## config.mk

```make
export PLATFORM = sky130hd
export DESIGN_NAME = dwa_verdict_fifo
export DESIGN_NICKNAME = d
export VERILOG_FILES = /design/src/hw/rtl/dwa_pkg.sv /design/src/hw/rtl/dwa_verdict_fifo.sv
export SDC_FILE = /design/constraint.sdc
export NUM_CORES = 1
export LEC_CHECK = 0
export ABC_AREA = 1
export BUFFER_PORTS_ARGS = -buffer_cell sky130_fd_sc_hd__buf_2
export CORE_AREA = 4 4 46 48
export DETAILED_ROUTE_END_ITERATION = 10
export DIE_AREA = 0 0 50 52
export MAX_ROUTING_LAYER = met4
export PLACE_DENSITY_LB_ADDON = 0.25
export SLEW_MARGIN = 20
export SYNTH_ARGS = -nofsm -noshare
export SYNTH_HDL_FRONTEND = slang
export SYNTH_SLANG_ARGS = --single-unit
```

## constraint.sdc

```tcl
create_clock -name aclk -period 2 [get_ports aclk]
set_input_delay 0.4 -clock aclk [delete_from_list [all_inputs] [get_ports aclk]]
set_output_delay 0.4 -clock aclk [all_outputs]
set_load 0.01 [all_outputs]
```

## src/hw/rtl/dwa_pkg.sv

```systemverilog
// Shared types and constants of the DFA word acceptor.
package dwa_pkg;

    localparam int STATE_W     = 4;
    localparam int SYMBOL_W    = 8;
    localparam int MASK_W      = 16;
    localparam int REQ_W       = 2;

    // s_tdata layout, lowest bit first
    localparam int FROM_LSB    = 0;
    localparam int SYM_LSB     = FROM_LSB + STATE_W;
    localparam int NEXT_LSB    = SYM_LSB + SYMBOL_W;
    localparam int S_TDATA_W   = 16;
    localparam int M_TDATA_W   = 8;

    localparam int CFG_INDEX_W = 8;
    localparam int CFG_DATA_W  = 16;

    localparam logic [CFG_INDEX_W-1:0] REG_START_STATE = 8'd0;
    localparam logic [CFG_INDEX_W-1:0] REG_ACCEPT_MASK = 8'd1;

    // verdict queue
    localparam int VFIFO_DEPTH = 4;
    localparam int VFIFO_PTR_W = 2;
    localparam int VFIFO_CNT_W = 3;

    typedef enum logic [REQ_W-1:0] {
        REQ_LOAD   = 2'd0,
        REQ_SYMBOL = 2'd1,
        REQ_EMPTY  = 2'd2
    } req_t;

    typedef struct packed {
        logic               valid;
        logic [STATE_W-1:0] nxt;
    } entry_t;

    typedef struct packed {
        logic we;
        logic re;
    } mem_cmd_t;

endpackage

```

## src/hw/rtl/dwa_verdict_fifo.sv

```systemverilog
// Small queue that holds verdict words until the result side takes them.
module dwa_verdict_fifo
    import dwa_pkg::*;
(
    input  logic                   aclk,
    input  logic                   aresetn,
    input  logic                   push,
    input  logic                   push_data,
    output logic                   out_valid,
    input  logic                   out_ready,
    output logic                   out_data,
    output logic [VFIFO_CNT_W-1:0] count
);

    logic [VFIFO_DEPTH-1:0] slot_reg;
    logic [VFIFO_PTR_W-1:0] wr_ptr_reg;
    logic [VFIFO_PTR_W-1:0] rd_ptr_reg;
    logic [VFIFO_CNT_W-1:0] count_reg;
    logic [VFIFO_CNT_W-1:0] count_next;
    logic                   pop;

    assign pop       = out_valid && out_ready;
    assign out_valid = (count_reg != '0);
    assign out_data  = slot_reg[rd_ptr_reg];
    assign count     = count_reg;

    always_comb begin
        count_next = count_reg;
        if (push && !pop) begin
            count_next = count_reg + VFIFO_CNT_W'(1);
        end else if (!push && pop) begin
            count_next = count_reg - VFIFO_CNT_W'(1);
        end
    end

    always_ff @(posedge aclk) begin
        if (!aresetn) begin
            wr_ptr_reg <= '0;
            rd_ptr_reg <= '0;
            count_reg  <= '0;
        end else begin
            count_reg <= count_next;
            if (push) begin
                wr_ptr_reg <= wr_ptr_reg + VFIFO_PTR_W'(1);
            end
            if (pop) begin
                rd_ptr_reg <= rd_ptr_reg + VFIFO_PTR_W'(1);
            end
        end
    end

    always_ff @(posedge aclk) begin
        if (push) begin
            slot_reg[wr_ptr_reg] <= push_data;
        end
    end

    a_no_overflow : assert property (@(posedge aclk) disable iff (!aresetn)
        !(push && (count_reg == VFIFO_CNT_W'(VFIFO_DEPTH))))
        else $error("verdict pushed into a full queue");

endmodule

```

==> metrics <==
status complete, no violations; Setup CP Type flop to flop; RSZ-0062 raised after global routing no; largest net degree at the start of global routing 7; skew final 0.008539 ns; layout cells sized above 1 18.52%; vias in the first global route 390; Synth Warn # 0; First-pass DRT Iterations 3; Synth async-reset ratio 0%; Yosys cell types 14; Worst R2R End count[2]; Worst-Margin Slew 0.1993 ns; placer congestion estimate 0.6624; final slew viol count 0; final net count 93; power share of the sequential group 42.9%; Relative slew margins 86.70%; Placed Instances 102; Clock power frac 21.0%; period utilization 84.77%; Site Rows 15; crit path max fanout 5; area delta synth->final 18.10%; antenna violations before repair 0; Synth top cells by count 14 x inv_1, 13 x nand2_1, 7 x dfxtp_1; Worst Path Required 2.17 ns; drt initial violations 5; Critical Path End count[2]; Worst Hold Class input port to flop; simple logic cell fraction of the synthesized area 19.43%; adder-cell share of the synthesized area 14.57%; Post-Route WL 871 um; routed vias/inst 4.132; maxcap violations 0; Root Driver clkbuf_4; H-tree levels 1; largest family of logic cells by synthesized area simple AND/OR/NAND/NOR gates; fillcell total 187; synthesized cell area 566.8 um2; Worst EP arrival 1.87 ns; Synth top area share 24.72%; Setup Buffers After CTS 0; Lkg Pwr 0.3356 nW; Antenna Nets Post-Route 0; post-synthesis mux area share 0%; IO Count 10; Psw 0.2635 mW; Initial Util 33.19%; worst reg2reg path depth 12; clk_lat worst skew 0.27 ns; final hold violation count 0; ranking of synthesized cells by area dfxtp_1 25%, edfxtp_1 21%, ha_1 11%, inv_1 9.3%, nand2_1 8.6%; Crit. End Element flop; R2R Setup Slk 0.30 ns; setup TNS 0 ns; total gr overflow 0; Primary FF master, synth dfxtp_1; register area share after synthesis 45.92%; Syn Area/Cell 8.335 um2; CTS tree done; Cells after Synth 68; TritonCTS buffer count 3; clk sinks 11; count leader, synth inv_1; Largest register FFs 4; Post-Syn Nets 79; fmax 0.5899 GHz; Die Height 52 um; CORE AREA 1708 um2; Pint 0.4507 mW; DPL Wire Length 702.6 um; DRC 0; register clock-pin slew on the reported worst setup and hold paths 0.07 ns; EDFF count, synth 4; Port Buffers 9; sw frac 36.89%; Ant. Diodes 0; via count 438; Setup crit start count[0]; Power per Cell Area 1067 nW/um2; Final setup viols 0; Reg-to-Reg Start count[0]; global-route wire length before repair 1538 um; WL per Instance 8.217 um; # resized after CTS 0; number of synthesized register bits 11; die area 2600 um2; crit start category flop; Comb pwr share 36.1%; Die Width 50 um; Hold Path Origin push_data; worst-case clock buffer depth 2; Post-Layout Cell Count 106; CTS Hold Bufs 0; final core area utilization 39.19%; Period minus WS final 1.695 ns; complex-gate fraction of the synthesized area 10.82%; cell taking the most area after synthesis dfxtp_1; xor/xnor cell area share of the yosys netlist 0%; total track usage 8.203%; worst hold margin 0.3507 ns; worst vdd ir 476.4 uV
## worst max-delay path, stage by stage, from the launching register on
cell and delay [ns]:
dfxtp_1 0.36, nor2_2 0.13, nand2_2 0.09, nand2_4 0.07
ha_1 0.15, inv_1 0.06, fa_1 0.38, inv_1 0.07
nand2_1 0.04, nand3_1 0.08, nand2_1 0.06, nand2_1 0.05
nor2_1 0.03
## worst min-delay path by stage
stage                     to  depth (start not counted)  slack (ns)
6_report         slot_reg[0]                          1        0.35
3_3_place_gp   rd_ptr_reg[1]                          2        0.50
3_5_place_dp   rd_ptr_reg[1]                          2        0.49
4_1_cts          slot_reg[1]                          1        0.34
5_1_grt          slot_reg[3]                          1        0.34
2_1_floorplan  rd_ptr_reg[1]                          2        0.46
## layout by cell type (no fill, tap or decap)
master	synthesis	routed
fa_1	1	1
edfxtp_1	4	4
nor2_2	1	1
dfxtp_1	7	7
nand2_4	1	1
nand2_1	13	13
nand2_2	1	1
buf_2	0	9
a21oi_1	5	5
nand3_1	3	3
nor2_1	6	6
ha_1	5	5
clkbuf_1	0	1
o22ai_1	1	1
clkbuf_4	0	3
inv_1	14	14
o21ai_0	6	6
## routing by layer
layer | up-vias | share of wire (%) | global-route usage, %
li1 | 238 | - | -
met1 | 193 | 48 | 8.757
met2 | 5 | 45 | 11.96
met3 | 2 | 5.4 | 3.152
met4 | 0 | 1.6 | 6.912
met5 | - | 0 | -
## final cells by class
type                    count  area [um2]  area share, %
repair buffers              9       45.04          6.729
clock buffers               4       26.28          3.925
multi-input cells          43       254.0          37.94
well taps                  25       31.28          4.673
flip-flops and latches     11       260.3          38.88
inverters                  14       52.55          7.850
## per-stage QoR
step	area (um2)	worst slack (ns)	total power [mW]
detailed placement	643.1	0.2939	0.5726
global placement	643.1	0.3389	0.5748
CTS	669.4	0.2904	0.7279
global route	669.4	0.1193	0.7782
floorplan	566.8	0.3518	0.4902
finish	669.4	0.3047	0.7142
## power by group through the flow
| stage | Clock [mW] | Sequential (mW) | Combinational [mW] |
|---|---|---|---|
| 4_1_cts | 0.158 | 0.307 | 0.263 |
| 5_1_grt | 0.165 | 0.314 | 0.299 |
| 2_1_floorplan | 0 | 0.318 | 0.172 |
| 6_report | 0.150 | 0.306 | 0.258 |
| 3_3_place_gp | 0 | 0.312 | 0.263 |
| 3_5_place_dp | 0 | 0.312 | 0.260 |
## logic make-up after synthesis
kind of cell | after synthesis
AO/OA/AOI/OAI | 12
flip-flops | 11
adder cells (fa/ha/maj) | 6
buffers and inverters | 14
AND/OR/NAND/NOR | 25
Note: power is estimated with default switching activity, not from simulation.
